`src/hw/rtl/hotp_pkg.sv`:
```
`default_nettype none
package hotp_pkg;

	localparam int KEY_MAX_BYTES_DEF = 20;
	localparam int WINDOW_MAX_DEF    = 255;
	localparam int CFG_IDX_W         = 3;
	localparam int CFG_DATA_W        = 64;

	// Configuration register indexes.
	localparam logic [CFG_IDX_W-1:0] REG_KEY_LOW  = 3'd0;
	localparam logic [CFG_IDX_W-1:0] REG_KEY_MID  = 3'd1;
	localparam logic [CFG_IDX_W-1:0] REG_KEY_HIGH = 3'd2;
	localparam logic [CFG_IDX_W-1:0] REG_KEY_LEN  = 3'd3;
	localparam logic [CFG_IDX_W-1:0] REG_DIGITS   = 3'd4;
	localparam logic [CFG_IDX_W-1:0] REG_WINDOW   = 3'd5;

	// Item kinds.
	localparam logic [1:0] KIND_CHECK   = 2'd0;
	localparam logic [1:0] KIND_COMPUTE = 2'd1;
	localparam logic [1:0] KIND_LOAD    = 2'd2;

	typedef struct packed {
		logic [1:0]  kind;
		logic [29:0] otp_value;
		logic [63:0] counter_value;
	} in_item_t;

	typedef struct packed {
		logic        matched;
		logic [63:0] matched_counter;
		logic [29:0] otp_result;
		logic [63:0] next_counter;
	} out_item_t;

	// Commands from the controller to the datapath.
	typedef struct packed {
		logic       start_hash;  // begin HMAC of the working counter
		logic       load_cnt;    // working counter from item
		logic       load_stored; // working counter from stored counter
		logic       inc_cnt;     // advance working counter
		logic       set_stored;  // stored counter = item value
		logic       set_match;   // stored counter = working + 1
		logic       start_mod;   // begin modulo reduction
	} cmd_t;

	typedef struct packed {
		logic hash_done;
		logic mod_done;
		logic equal;
	} sts_t;

	// Powers of ten for the OTP modulus.
	function automatic logic [29:0] pow_ten(input logic [3:0] d);
		logic [29:0] r;
		unique case (d)
			4'd0: r = 30'd1;
			4'd1: r = 30'd10;
			4'd2: r = 30'd100;
			4'd3: r = 30'd1000;
			4'd4: r = 30'd10000;
			4'd5: r = 30'd100000;
			4'd6: r = 30'd1000000;
			4'd7: r = 30'd10000000;
			4'd8: r = 30'd100000000;
			default: r = 30'd1000000000;
		endcase
		return r;
	endfunction

	// SHA-1 round constant by round number.
	function automatic logic [31:0] sha_k(input logic [6:0] r);
		logic [31:0] k;
		priority if (r < 7'd20) k = 32'h5A827999;
		else if (r < 7'd40) k = 32'h6ED9EBA1;
		else if (r < 7'd60) k = 32'h8F1BBCDC;
		else k = 32'hCA62C1D6;
		return k;
	endfunction

endpackage
`default_nettype wire

```
`src/hw/rtl/hotp_ctrl.sv`:
```
`default_nettype none
// Item sequencer: load, compute, and the window search of a check.
module hotp_ctrl #(
	parameter int WINDOW_MAX = hotp_pkg::WINDOW_MAX_DEF
) (
	input  wire logic           clk,
	input  wire logic           arst_n,
	input  wire logic           in_valid,
	output logic                in_ready,
	input  wire logic [1:0]     kind,
	input  wire logic [7:0]     window,
	output hotp_pkg::cmd_t      cmd,
	input  wire hotp_pkg::sts_t sts,
	output logic                out_load,
	output logic                out_matched,
	input  wire logic           out_free
);
	typedef enum logic [4:0] {
		ST_IDLE = 5'b00001,
		ST_HASH = 5'b00010,
		ST_MOD  = 5'b00100,
		ST_EVAL = 5'b01000,
		ST_OUT  = 5'b10000
	} state_t;

	state_t     state_q;
	logic [1:0] kind_q;
	logic [7:0] left_q, win;
	logic       acc;

	// A result still on its way into the output register also blocks the input.
	assign win      = (window > 8'(WINDOW_MAX)) ? 8'(WINDOW_MAX) : window;
	assign in_ready = (state_q == ST_IDLE) && out_free && !out_load;
	assign acc      = in_valid && in_ready;

	// Next-state logic with command outputs.
	always_ff @(posedge clk or negedge arst_n) begin
		if (!arst_n) begin
			state_q     <= ST_IDLE;
			kind_q      <= hotp_pkg::KIND_LOAD;
			left_q      <= '0;
			cmd         <= '0;
			out_load    <= 1'b0;
			out_matched <= 1'b0;
		end else begin
			cmd      <= '0;
			out_load <= 1'b0;
			unique case (state_q)
				ST_IDLE: if (acc) begin
					kind_q      <= kind;
					out_matched <= 1'b0;
					left_q      <= win;
					if (kind == hotp_pkg::KIND_COMPUTE) begin
						cmd.load_cnt <= 1'b1;
						state_q <= ST_OUT;
					end else if (kind == hotp_pkg::KIND_CHECK) begin
						cmd.load_stored <= 1'b1;
						state_q <= ST_EVAL;
					end else begin
						cmd.set_stored <= (kind == hotp_pkg::KIND_LOAD);
						state_q <= ST_OUT;
					end
				end
				ST_HASH: if (sts.hash_done) begin
					cmd.start_mod <= 1'b1;
					state_q <= ST_MOD;
				end
				ST_MOD: if (sts.mod_done) begin
					if (kind_q == hotp_pkg::KIND_COMPUTE) begin
						out_load <= 1'b1;
						state_q  <= ST_IDLE;
					end else if (sts.equal) begin
						cmd.set_match <= 1'b1;
						out_matched   <= 1'b1;
						state_q       <= ST_OUT;
						kind_q        <= hotp_pkg::KIND_LOAD;
					end else begin
						cmd.inc_cnt <= 1'b1;
						state_q     <= ST_EVAL;
					end
				end
				ST_EVAL: begin
					if (left_q == 8'd0) begin
						out_load <= 1'b1;
						state_q  <= ST_IDLE;
					end else begin
						left_q <= left_q - 8'd1;
						cmd.start_hash <= 1'b1;
						state_q <= ST_HASH;
					end
				end
				ST_OUT: begin
					if (kind_q == hotp_pkg::KIND_COMPUTE) begin
						cmd.start_hash <= 1'b1;
						state_q <= ST_HASH;
					end else begin
						out_load <= 1'b1;
						state_q  <= ST_IDLE;
					end
				end
				default: state_q <= ST_IDLE;
			endcase
		end
	end
endmodule
`default_nettype wire

```
`config.mk`:
```
export PLATFORM = sky130hd
export DESIGN_NAME = hotp_ctrl
export DESIGN_NICKNAME = d
export VERILOG_FILES = /design/src/hw/rtl/hotp_pkg.sv /design/src/hw/rtl/hotp_ctrl.sv
export SDC_FILE = /design/constraint.sdc
export NUM_CORES = 1
export LEC_CHECK = 0
export ABC_AREA = 0
export BUFFER_PORTS_ARGS = -buffer_cell sky130_fd_sc_hd__buf_2
export CELL_PAD_IN_SITES_DETAIL_PLACEMENT = 1
export CELL_PAD_IN_SITES_GLOBAL_PLACEMENT = 2
export CORE_ASPECT_RATIO = 1.5
export CORE_MARGIN = 8
export CORE_UTILIZATION = 35
export DETAILED_ROUTE_END_ITERATION = 16
export PLACE_DENSITY_LB_ADDON = 0.15
export SYNTH_ARGS = -nofsm -noshare
export SYNTH_HDL_FRONTEND = slang
export SYNTH_SLANG_ARGS = --single-unit
```
`constraint.sdc`:
```
create_clock -name clk -period 3.25 [get_ports clk]
set_input_delay 0.1625 -clock clk [delete_from_list [all_inputs] [get_ports clk]]
set_output_delay 0.1625 -clock clk [all_outputs]
set_load 0.02 [all_outputs]
```
==> results.md <==
| Item | Value |
|:---|:---|
| Status | finished clean |
| Pwr/cell area | 764 mW/mm2 |
| Post-route non-filler standard cell count | 202 |
| Post-route minimum period | 2.22 ns |
| Fraction of final layout cells sized beyond drive strength 1 | 0.233 |
| Number of iterations in the first detailed-routing pass | 4 |
| Max Cap Violations | 0 |
| Leakage power figure | 0.693 nW |
| Number of antenna-violating nets in the routed design | 0 |
| Synthesized flop and latch total | 24 |
| Clock tree root driver cell | sky130_fd_sc_hd__clkbuf_8 |
| Critical Path RT | 3.41 ns |
| Setup violation total in the final timing report | 0 |
| Post-CTS clock slew at the launch and capture registers of the worst setup and hold paths | 0.09 ns |
| F_max | 0.451 GHz |
| Final global-route overflow total | 0 |
| Number of inserted filler cells in the final layout | 427 |
| Clk_skew | 0.00734 ns |
| Per-instance average area after synthesis | 9.80 um2 |
| Routed len/inst | 19.7 um |
| Number of distinct standard cells referenced by the synthesized netlist | 47 |
| Ratio of routed vias to standard cells | 5.89 |
| Clock tree sinks | 24 |
| Num rows | 27 |
| Area share of the largest cell type after synthesis | 0.422 |
| Gp weighted congestion | 0.858 |
| Synthesis-to-layout area growth | 16.7% |
| CTS tree | built |
| Synth async-reset ratio | 1.00 |
| Commonest cells in the netlist | sky130_fd_sc_hd__dfrtp_1, sky130_fd_sc_hd__nor3_1, sky130_fd_sc_hd__nor2_1 |
| Sequence of cells on the critical path | inv_1 > ha_1 > nor4b_1 > a211oi_4 > or2_1 > mux2_1 |
| Fraction of the yosys area taken by sequential cells | 0.463 |
| Synth warn | 0 |
| Main flop type after synthesis | sky130_fd_sc_hd__dfrtp_1 |
| Total wire length | 3970 um |
| GRT Total Usage | 0.142 |
| IO Count | 27 |
| Largest stage delay on the critical path | 0.53 ns |
| Global-route wire length before repair | 6580 um |
| Number of resized instances in the post-cts repair step | 0 |
| Final Cell Area | 0.00152 mm2 |
| Summed instance area of the synthesized netlist | 0.00130 mm2 |
| Insertion delay to the later sink of the worst-skew pair | 0.27 ns |
| Critical path type | register to register |
| Pin slew with the least headroom to its limit | 0.731 ns |
| Ratio of final minimum period to clock period | 0.683 |
| Placed Instances | 198 |
| Synthesized instance count | 133 |
| Die Span X | 65.8 um |
| Cell type of the slowest stage on the worst timing path | sky130_fd_sc_hd__nor4b_1 |
| Cell accounting for the most synthesized area | sky130_fd_sc_hd__dfrtp_1 |
| Final HPWL from detailed placement | 3120 um |
| Post-detailed-route DRC marker count | 0 |
| Vias in the first global route | 1348 |
| Core box area | 0.00361 mm2 |
| Dominant cells by area after synthesis | sky130_fd_sc_hd__dfrtp_1, sky130_fd_sc_hd__nor3_1, sky130_fd_sc_hd__dfstp_2, sky130_fd_sc_hd__o2bb2ai_1, sky130_fd_sc_hd__nor2_1 |
| Path category of the worst min-delay check | input pin to register |
| Post-detailed-placement cell area | 0.00147 mm2 |
| Final number of hold-violating endpoints | 0 |
| Crit end category | register |
| Maximum clock insertion buffer count | 2 |
| Max H-tree Level | 1 |
| First DRT Iteration DRCs | 38 |
| Number of synthesized flops with an enable pin | 0 |
| Die outline height | 90.8 um |
| Maximum number of pins on one net before global-route repair | 25 |
| Count of nets after finishing | 180 |
| Most common cell in the synthesized netlist | sky130_fd_sc_hd__dfrtp_1 |
| Slew headroom | 0.509 |
| Number of vias after detailed routing | 1189 |
| Antenna cell count | 0 |
| Starting density of the core | 0.361 |
| Number of slew-limit violations in the final report | 0 |
| Startpoint type of the worst setup path | register |
| Crit-path max FO | 10 |
| Family with the most delay on the worst path | simple AND/OR/NAND/NOR gates |
| TritonCTS buffer count | 3 |
| Crit path buffers/inverters | 1 |
| Largest voltage drop on the vdd net | 0.000431 V |
| Count of input and output buffers | 26 |
| Total nets after synthesis | 152 |
| Area enclosed by the die boundary | 0.00597 mm2 |
| Unrepaired setup endpoints after global routing | false |
| Number of antenna violations at the first check in global routing | 0 |
| Worst path arrival time | 2.38 ns |
| Final setup TNS | 0 ns |
registers in the layout (all words and copies together) (netlist names):
register     flops
out_load         1
kind_q           2
out_matched      1
cmd              7
left_q           8
state_q          5
final timing paths:
path	start	end	slack, ns	cells after the start
worst max-delay path	left_q[0]	left_q[1]	1.03	6
worst min-delay path	kind[1]	cmd[5]	0.10	2
worst max register to register	left_q[0]	left_q[1]	1.03	6
worst min register to register	out_matched	out_matched	0.49	1
max in group asynchronous	arst_n	cmd[6]	2.44	2
min in group asynchronous	arst_n	left_q[5]	0.42	2
where the power goes:
group	total, mW	switching (mW)	internal (mW)
Sequential	0.498	0.105	0.393
Clock	0.179	0.0957	0.0831
Combinational	0.486	0.291	0.195
cell usage in the layout (no fill, tap or decap), types with 2 or more instances in the layout:
master	count
sky130_fd_sc_hd__ha_1	2
sky130_fd_sc_hd__dfstp_2	2
sky130_fd_sc_hd__a2bb2oi_1	2
sky130_fd_sc_hd__o21ai_0	4
sky130_fd_sc_hd__inv_1	5
sky130_fd_sc_hd__o22ai_1	5
sky130_fd_sc_hd__dfrtp_1	22
sky130_fd_sc_hd__or2_2	3
sky130_fd_sc_hd__or3_1	5
sky130_fd_sc_hd__o2bb2ai_1	4
sky130_fd_sc_hd__nor2b_1	2
sky130_fd_sc_hd__buf_2	26
sky130_fd_sc_hd__nand3_1	3
sky130_fd_sc_hd__nand2_1	5
sky130_fd_sc_hd__a22oi_1	2
sky130_fd_sc_hd__o211ai_1	3
sky130_fd_sc_hd__clkbuf_8	3
sky130_fd_sc_hd__nand4_1	3
sky130_fd_sc_hd__a21oi_1	5
sky130_fd_sc_hd__nor3b_1	3
sky130_fd_sc_hd__nor2_1	9
sky130_fd_sc_hd__a31oi_1	2
sky130_fd_sc_hd__nor4b_1	3
sky130_fd_sc_hd__nand2b_1	3
sky130_fd_sc_hd__nor3_1	11
logic make-up (layout without fill, tap and decap cells):
family | after synthesis | in the layout | synth area share
simple gates | 59 | 59 | 0.264
compound gates | 36 | 36 | 0.205
flops | 24 | 24 | 0.463
buf+inv | 10 | 36 | 0.0336
fa+ha+maj | 2 | 2 | 0.0192
xor+xnor | 1 | 1 | 0.00672
mux | 1 | 1 | 0.00864
stage by stage:
step / setup WS (ns) / util / total power [mW] / hold slack [ns]
detailed placement: 1.05 / 0.407 / 0.987 / 0.192
global route: 0.886 / 0.421 / 1.25 / 0.123
floorplan: 1.23 / - / 0.830 / -0.133
global placement: 1.15 / 0.407 / 0.964 / 0.182
finish: 1.03 / 0.421 / 1.16 / 0.102
CTS: 1.03 / 0.421 / 1.17 / 0.0960
final cells by class:
class	instances	area, um2	area share
Clock buffer	3	41.3	0.0271
Multi-Input combinational cell	99	657	0.432
Tap cell	43	53.8	0.0354
Sequential cell	24	603	0.396
Inverter	5	18.8	0.0123
Timing Repair Buffer	28	148	0.0970
metal layers:
| metal | routed length, um | vias to the layer above | global-route usage |
|---|---|---|---|
| li1 | - | 555 | - |
| met1 | 1470 | 605 | 0.142 |
| met2 | 2270 | 22 | 0.268 |
| met3 | 155 | 7 | 0.0273 |
| met4 | 76 | 0 | 0.0548 |
| met5 | 0 | - | 0 |
what timing repair did:
item	in CTS	in global routing
endpoints found under the hold margin	22	0
setup endpoints to repair	0	0
buffers inserted	0	0
hold buffers	1	0
No activity file was read; power rests on OpenSTA's default activity.
