**src/hw/rtl/hotp_pkg.sv**
```systemverilog
`default_nettype none
package hotp_pkg;

	localparam int KEY_MAX_BYTES_DEF = 20;
	localparam int WINDOW_MAX_DEF    = 255;
	localparam int CFG_IDX_W         = 3;
	localparam int CFG_DATA_W        = 64;

	// Configuration register indexes.
	localparam logic [CFG_IDX_W-1:0] REG_KEY_LOW  = 3'd0;
	localparam logic [CFG_IDX_W-1:0] REG_KEY_MID  = 3'd1;
	localparam logic [CFG_IDX_W-1:0] REG_KEY_HIGH = 3'd2;
	localparam logic [CFG_IDX_W-1:0] REG_KEY_LEN  = 3'd3;
	localparam logic [CFG_IDX_W-1:0] REG_DIGITS   = 3'd4;
	localparam logic [CFG_IDX_W-1:0] REG_WINDOW   = 3'd5;

	// Item kinds.
	localparam logic [1:0] KIND_CHECK   = 2'd0;
	localparam logic [1:0] KIND_COMPUTE = 2'd1;
	localparam logic [1:0] KIND_LOAD    = 2'd2;

	typedef struct packed {
		logic [1:0]  kind;
		logic [29:0] otp_value;
		logic [63:0] counter_value;
	} in_item_t;

	typedef struct packed {
		logic        matched;
		logic [63:0] matched_counter;
		logic [29:0] otp_result;
		logic [63:0] next_counter;
	} out_item_t;

	// Commands from the controller to the datapath.
	typedef struct packed {
		logic       start_hash;  // begin HMAC of the working counter
		logic       load_cnt;    // working counter from item
		logic       load_stored; // working counter from stored counter
		logic       inc_cnt;     // advance working counter
		logic       set_stored;  // stored counter = item value
		logic       set_match;   // stored counter = working + 1
		logic       start_mod;   // begin modulo reduction
	} cmd_t;

	typedef struct packed {
		logic hash_done;
		logic mod_done;
		logic equal;
	} sts_t;

	// Powers of ten for the OTP modulus.
	function automatic logic [29:0] pow_ten(input logic [3:0] d);
		logic [29:0] r;
		unique case (d)
			4'd0: r = 30'd1;
			4'd1: r = 30'd10;
			4'd2: r = 30'd100;
			4'd3: r = 30'd1000;
			4'd4: r = 30'd10000;
			4'd5: r = 30'd100000;
			4'd6: r = 30'd1000000;
			4'd7: r = 30'd10000000;
			4'd8: r = 30'd100000000;
			default: r = 30'd1000000000;
		endcase
		return r;
	endfunction

	// SHA-1 round constant by round number.
	function automatic logic [31:0] sha_k(input logic [6:0] r);
		logic [31:0] k;
		priority if (r < 7'd20) k = 32'h5A827999;
		else if (r < 7'd40) k = 32'h6ED9EBA1;
		else if (r < 7'd60) k = 32'h8F1BBCDC;
		else k = 32'hCA62C1D6;
		return k;
	endfunction

endpackage
`default_nettype wire

```
**src/hw/rtl/hotp_sha1_core.sv**
```systemverilog
`default_nettype none
// One SHA-1 compression, one round per cycle, with a 16-word rolling schedule.
module hotp_sha1_core (
	input  wire logic         clk,
	input  wire logic         arst_n,
	input  wire logic         start,
	input  wire logic [159:0] h_in,
	input  wire logic [511:0] blk,
	output logic              done,
	output logic [159:0]      h_out
);
	logic [31:0]  a_q, b_q, c_q, d_q, e_q;
	logic [159:0] h_q;
	logic [31:0]  w_q [16];
	logic [6:0]   rnd_q;
	logic         busy_q;
	logic [31:0]  f, t, wn;

	// Round function and next schedule word.
	always_comb begin
		priority if (rnd_q < 7'd20) f = (b_q & c_q) | (~b_q & d_q);
		else if (rnd_q < 7'd40) f = b_q ^ c_q ^ d_q;
		else if (rnd_q < 7'd60) f = (b_q & c_q) | (b_q & d_q) | (c_q & d_q);
		else f = b_q ^ c_q ^ d_q;
		t  = {a_q[26:0], a_q[31:27]} + f + e_q + hotp_pkg::sha_k(rnd_q) + w_q[0];
		wn = w_q[13] ^ w_q[8] ^ w_q[2] ^ w_q[0];
		wn = {wn[30:0], wn[31]};
	end

	// Control of the round counter.
	always_ff @(posedge clk or negedge arst_n) begin
		if (!arst_n) begin
			busy_q <= 1'b0;
			rnd_q  <= '0;
			done   <= 1'b0;
		end else begin
			done <= 1'b0;
			if (start) begin
				busy_q <= 1'b1;
				rnd_q  <= '0;
			end else if (busy_q) begin
				if (rnd_q == 7'd79) begin
					busy_q <= 1'b0;
					done   <= 1'b1;
				end
				rnd_q <= rnd_q + 7'd1;
			end
		end
	end

	// Working variables and message schedule.
	always_ff @(posedge clk) begin
		if (start) begin
			h_q <= h_in;
			{a_q, b_q, c_q, d_q, e_q} <= h_in;
			for (int i = 0; i < 16; i++) w_q[i] <= blk[511-32*i -: 32];
		end else if (busy_q) begin
			e_q <= d_q;
			d_q <= c_q;
			c_q <= {b_q[1:0], b_q[31:2]};
			b_q <= a_q;
			a_q <= t;
			for (int i = 0; i < 15; i++) w_q[i] <= w_q[i+1];
			w_q[15] <= wn;
		end
	end

	assign h_out = {h_q[159:128] + a_q, h_q[127:96] + b_q, h_q[95:64] + c_q,
		h_q[63:32] + d_q, h_q[31:0] + e_q};
endmodule
`default_nettype wire

```
**src/hw/rtl/hotp_datapath.sv**
```systemverilog
`default_nettype none
// HMAC sequencing over the SHA-1 core, truncation, modulo and counters.
module hotp_datapath #(
	parameter int KEY_MAX_BYTES = hotp_pkg::KEY_MAX_BYTES_DEF
) (
	input  wire logic                 clk,
	input  wire logic                 arst_n,
	input  wire hotp_pkg::cmd_t       cmd,
	output hotp_pkg::sts_t            sts,
	input  wire hotp_pkg::in_item_t   item,
	input  wire logic [8*KEY_MAX_BYTES-1:0] key,
	input  wire logic [4:0]           key_len,
	input  wire logic [3:0]           digits,
	output logic [63:0]               work_cnt,
	output logic [63:0]               stored_cnt,
	output logic [29:0]               otp
);
	localparam logic [159:0] H_INIT =
		160'h67452301_EFCDAB89_98BADCFE_10325476_C3D2E1F0;

	logic [63:0]  work_q, stored_q;
	logic [1:0]   phase_q;
	logic         hbusy_q, hdone_q, core_start, core_done;
	logic         hash_done_q;
	logic [159:0] h_in_q, h_out, inner_q;
	logic [511:0] blk;
	logic [511:0] kpad;
	logic [4:0]   klen;
	logic [7:0]   kb;
	logic [3:0]   off;
	logic [31:0]  code;
	logic [31:0]  rem_q;
	logic [4:0]   mstep_q;
	logic         mbusy_q, mdone_q;
	logic [59:0]  msub_q;
	logic [32:0]  diff;

	// Key padded to the block with zeros, clamped length.
	always_comb begin
		klen = (key_len > 5'(KEY_MAX_BYTES)) ? 5'(KEY_MAX_BYTES) : key_len;
		kpad = '0;
		for (int i = 0; i < KEY_MAX_BYTES; i++) begin
			kb = key[8*i +: 8];
			if (5'(i) < klen) kpad[511-8*i -: 8] = kb;
		end
	end

	// Block fed to the core for each of the four compressions.
	always_comb begin
		unique case (phase_q)
			2'd0: blk = kpad ^ {64{8'h36}};
			2'd1: blk = {work_q, 8'h80, 376'd0, 64'd576};
			2'd2: blk = kpad ^ {64{8'h5C}};
			default: blk = {inner_q, 8'h80, 280'd0, 64'd672};
		endcase
	end

	assign core_start = hbusy_q && hdone_q;

	hotp_sha1_core u_core (
		.clk(clk), .arst_n(arst_n), .start(core_start),
		.h_in(h_in_q), .blk(blk), .done(core_done), .h_out(h_out)
	);

	// Compression sequencing; hdone_q marks a pending core start.
	always_ff @(posedge clk or negedge arst_n) begin
		if (!arst_n) begin
			hbusy_q <= 1'b0;
			hdone_q <= 1'b0;
			phase_q <= 2'd0;
			hash_done_q <= 1'b0;
		end else begin
			hash_done_q <= 1'b0;
			hdone_q <= 1'b0;
			if (cmd.start_hash) begin
				hbusy_q <= 1'b1;
				hdone_q <= 1'b1;
				phase_q <= 2'd0;
			end else if (core_done) begin
				phase_q <= phase_q + 2'd1;
				if (phase_q == 2'd3) begin
					hbusy_q <= 1'b0;
					hash_done_q <= 1'b1;
				end else begin
					hdone_q <= 1'b1;
				end
			end
		end
	end

	// inner_q holds the inner digest, and after the last compression the final one.
	always_ff @(posedge clk) begin
		if (cmd.start_hash) h_in_q <= H_INIT;
		else if (core_done) begin
			unique case (phase_q)
				2'd0, 2'd2: h_in_q <= h_out;
				2'd1: begin
					inner_q <= h_out;
					h_in_q  <= H_INIT;
				end
				default: inner_q <= h_out;
			endcase
		end
	end

	// Dynamic truncation from the final digest.
	always_comb begin
		off  = inner_q[3:0];
		code = inner_q[159-8*off -: 32];
		code[31] = 1'b0;
	end

	// Restoring modulo: subtract the modulus shifted down one bit per cycle.
	assign diff = {1'b0, rem_q} - {2'b0, msub_q[30:0]};
	always_ff @(posedge clk or negedge arst_n) begin
		if (!arst_n) begin
			mbusy_q <= 1'b0;
			mdone_q <= 1'b0;
			mstep_q <= '0;
		end else begin
			mdone_q <= 1'b0;
			if (cmd.start_mod) begin
				mbusy_q <= 1'b1;
				mstep_q <= '0;
			end else if (mbusy_q) begin
				mstep_q <= mstep_q + 5'd1;
				if (mstep_q == 5'd30) begin
					mbusy_q <= 1'b0;
					mdone_q <= 1'b1;
				end
			end
		end
	end

	always_ff @(posedge clk) begin
		if (cmd.start_mod) begin
			rem_q  <= code;
			msub_q <= {hotp_pkg::pow_ten((digits > 4'd9) ? 4'd9 : digits), 30'd0};
		end else if (mbusy_q) begin
			if (msub_q[59:31] == 29'd0 && !diff[32]) rem_q <= diff[31:0];
			msub_q <= {1'b0, msub_q[59:1]};
		end
	end

	// Counters.
	always_ff @(posedge clk or negedge arst_n) begin
		if (!arst_n) stored_q <= '0;
		else if (cmd.set_stored) stored_q <= item.counter_value;
		else if (cmd.set_match) stored_q <= work_q + 64'd1;
	end

	always_ff @(posedge clk) begin
		if (cmd.load_cnt) work_q <= item.counter_value;
		else if (cmd.load_stored) work_q <= stored_q;
		else if (cmd.inc_cnt) work_q <= work_q + 64'd1;
	end

	assign sts.hash_done = hash_done_q;
	assign sts.mod_done  = mdone_q;
	assign sts.equal     = (rem_q[29:0] == item.otp_value) && (rem_q[31:30] == 2'b0);
	assign work_cnt      = work_q;
	assign stored_cnt    = stored_q;
	assign otp           = rem_q[29:0];
endmodule
`default_nettype wire

```
**config.mk**
```make
export PLATFORM = sky130hd
export DESIGN_NAME = hotp_datapath
export DESIGN_NICKNAME = d
export VERILOG_FILES = /design/src/hw/rtl/hotp_pkg.sv /design/src/hw/rtl/hotp_sha1_core.sv /design/src/hw/rtl/hotp_datapath.sv
export SDC_FILE = /design/constraint.sdc
export NUM_CORES = 2
export LEC_CHECK = 0
export BUFFER_PORTS_ARGS = -buffer_cell sky130_fd_sc_hd__buf_2
export CAP_MARGIN = 5
export CORE_MARGIN = 4
export CORE_UTILIZATION = 55
export DETAILED_ROUTE_END_ITERATION = 12
export PLACE_DENSITY = 0.77
export SLEW_MARGIN = 30
export SYNTH_ARGS = -nofsm -noshare
export SYNTH_HDL_FRONTEND = slang
export SYNTH_SLANG_ARGS = --single-unit
```
**constraint.sdc**
```tcl
create_clock -name clk -period 24.1 [get_ports clk]
set_input_delay 1.205 -clock clk [delete_from_list [all_inputs] [get_ports clk]]
set_output_delay 1.205 -clock clk [all_outputs]
set_load 0.005 [all_outputs]
```
==> metrics.cfg <==
[status]
outcome = finished clean

[setup_path]
worstSetupPathDepth = 23
critPathKind = flip-flop to flip-flop
reg2reg_depth = 23
critPathMaxStageDelay_ns = 0.74
endpoint_kind = flip-flop
critPathTopFamily = compound AO/OA/AOI/OAI gates
cp_max_fo = 35
critPathRequiredTime_ns = 24.64
r2r-start = u_core.rnd_q[4]
reg2reg_slack_ns = 15.59
crit_chain = a41oi_1 -> inv_1 -> nor2_1 -> inv_2 -> nand2_1 -> buf_4 -> nor2_1 -> nor2_1 -> fa_1 -> fa_1 -> inv_1 -> fa_1 -> inv_1 -> ha_1 -> a21oi_1 -> o211ai_1 -> o2111ai_1 -> o211ai_1 -> a311oi_1 -> o31ai_1 -> a31oi_1 -> mux2i_1 -> o21ai_0
worstPathArrival_ns = 9.05
timing.rr.end = u_core.a_q[30]
slowest_stage = nand2_1
crit_path_start = u_core.rnd_q[4]
critPathLaunchType = flip-flop
path_buf_inv = 5

[finish]
layout.cells.non_filler = 9548
finish.utilization = 0.618
design_area_um2 = 86100
nets = 8164
syn_to_final_growth_pct = 11.8
drive_gt1_frac = 0.116

[drt]
first_pass_iters = 6
vias = 62414
dr.first_iter.drc_count = 9403
wl_per_cell_um = 31.0
drc = 0
vias_per_cell = 6.54
ant_nets = 0
drt_wl_total_um = 296000

[logic_synthesis]
netlist.area_leader.share = 0.435
synth.largest_area_cell = edfxtp_1
synthTopCellsByCount = nand2_1, edfxtp_1, a21oi_1
yosysSeqAreaShare = 0.513
synth_cells = 7283
ys_warn_count = 0
ys_seq_elements = 1393
synth_fp_nets = 7949
synth.avg_cell_area_um2 = 10.6
synth_ff_type = edfxtp_1
netlist_area_um2 = 77000
synth_most_common_cell = nand2_1
synth_edf_count = 1117
synthTopCellsByArea = edfxtp_1, nand2_1, dfxtp_1
async_reset_ff_frac = 0.0610
synthDistinctLibCells = 99

[die]
initial_core_util = 0.553
ios = 435
coreArea_um2 = 139000
fp-row-count = 137
fp.dieH_um = 382
dieArea_um2 = 146000
die_w_um = 382

[pwr]
finalPower_mw = 7.66
p_int_mw = 5.13
netSwitchingFraction = 0.330
power_density_nw_per_um2 = 88.9
cellLeakagePower_nw = 36.1
pwr-share-clk = 0.333
p_seq_frac = 0.395
ir_drop_v = 0.0000995
power_switching_mw = 2.52
combPwrFrac = 0.271

[placed_design]
place.gp.congestion = 1.01
place_inst = 9218
placed_cell_area_um2 = 80500
dpl.hpwl_um = 220000
portBuffers = 432

[global_route]
grt_first_pass_wirelength_um = 413000
overflow = 0
grt_pass1_vias = 57461
grt_max_degree = 168
grt_util_all_layers = 0.395
grt_antenna_before_repair = 67

[cts]
cts_hold_buf = 0
clk_pin_slew_ns = 0.06
root_buffer = clkbuf_16
htree_levels = 4
cts_made_buffers = 151
cts_tree = built
cts_resized = 0
postCtsSetupBuffers = 0
clkSinkCount = 1393
insertion_delay_ns = 0.82
cts_buffer_depth = 3

[timing]
hold_violations = 0
final.setup.tns_ns = 0
relSlewSlack = 0.240
rsz0062_at_grt = false
clock_skew_ns = 0.0375
period_needed_ns = 8.51
tightest_slew_ns = 1.13
final.period_utilization = 0.353
clock.fmax_mhz = 117
finalSetupViolations = 0
slew_viol_final = 0

[min_path]
hp-class = input port to async pin

[run]
maxCapViolations = 0

[state kept, by name, indices dropped and copies added (netlist names), 2 cells and up]
signal        flops
work_cnt         64
u_core.h_q      160
phase_q           2
u_core.b_q       32
u_core.rnd_q      7
u_core.e_q       32
stored_cnt       64
u_core.w_q      512
mstep_q           5
u_core.a_q       32
u_core.c_q       32
msub_q           60
u_core.d_q       32
rem_q            32
h_in_q          160
inner_q         160
[worst max path at each step]
| stage | end | slack (ns) |
|---|---|---|
| 2_1_floorplan | inner_q[0] | 5.36 |
| 3_3_place_gp | u_core.a_q[30] | 15.87 |
| 3_5_place_dp | u_core.a_q[30] | 15.89 |
| 4_1_cts | u_core.a_q[30] | 15.79 |
| 5_1_grt | u_core.a_q[30] | 15.21 |
| 6_report | u_core.a_q[30] | 15.59 |
[layout by cell type, fill, tap and decap left out, types with 37 or more instances in the layout]
| cell type | n |
|---|---|
| nand2_1 | 1330 |
| edfxtp_1 | 1117 |
| a21oi_1 | 504 |
| buf_2 | 428 |
| o21ai_0 | 421 |
| nor2_1 | 345 |
| mux2i_1 | 288 |
| inv_1 | 272 |
| ha_1 | 263 |
| a21o_1 | 219 |
| xnor2_1 | 218 |
| dfxtp_1 | 191 |
| xor2_1 | 170 |
| clkbuf_16 | 154 |
| fa_1 | 125 |
| nand3_1 | 111 |
| dfrtp_1 | 84 |
| and3_1 | 79 |
| a22o_1 | 77 |
| o22a_1 | 73 |
| buf_4 | 72 |
| nor2b_1 | 63 |
| and2_1 | 58 |
| a211oi_1 | 54 |
| o21ai_1 | 49 |
| mux4_2 | 47 |
| diode_2 | 45 |
| nor3_1 | 45 |
| nand2b_1 | 41 |
| o21a_1 | 37 |
[layer usage]
layer  track usage  wire (µm)  share of wire  up-vias
met2         0.575     126000           0.43     4106
li1              -          -              -    26685
met5             0        162        0.00055        -
met4         0.271      25600          0.086       24
met3        0.0852      35200           0.12      866
met1         0.530     109000           0.37    30733
[area by class of cell]
cell class	count	area, µm²
Clock buffer	187	4100
Inverter	279	1060
Tap cell	1876	2350
Multi-Input combinational cell	5161	34800
Timing Repair Buffer	512	2910
Fill cell	11349	53300
Clock inverter	95	1290
Sequential cell	1393	39500
Antenna cell	45	113
[per-stage QoR]
stage / hold slack [ns] / setup slack [ns]
finish: 0.413 / 15.59
detailed placement: 0.440 / 15.89
CTS: 0.395 / 15.79
global placement: 0.434 / 15.87
global route: 0.449 / 15.21
floorplan: 0.425 / 5.36
[power by group through the flow]
stage / sequential (mW) / clock (mW) / combinational (mW)
5_1_grt: 3.03 / 2.67 / 2.28
4_1_cts: 3.02 / 2.56 / 2.04
3_5_place_dp: 3.07 / 0 / 2.02
2_1_floorplan: 2.96 / 0 / 1.43
3_3_place_gp: 3.07 / 0 / 2.00
6_report: 3.03 / 2.55 / 2.08
[cell families (layout without fill, tap and decap cells)]
kind of cell | after synthesis | after routing | share of synthesized area
multiplexers | 357 | 357 | 0.0544
other | 0 | 45 | 0
adder cells (fa/ha/maj) | 392 | 392 | 0.0759
XOR/XNOR | 389 | 389 | 0.0442
flip-flops | 1393 | 1393 | 0.513
buffers and inverters | 729 | 1073 | 0.0375
AND/OR/NAND/NOR | 2234 | 2234 | 0.126
AO/OA/AOI/OAI | 1789 | 1789 | 0.149
No activity file was read; power rests on OpenSTA's default activity.
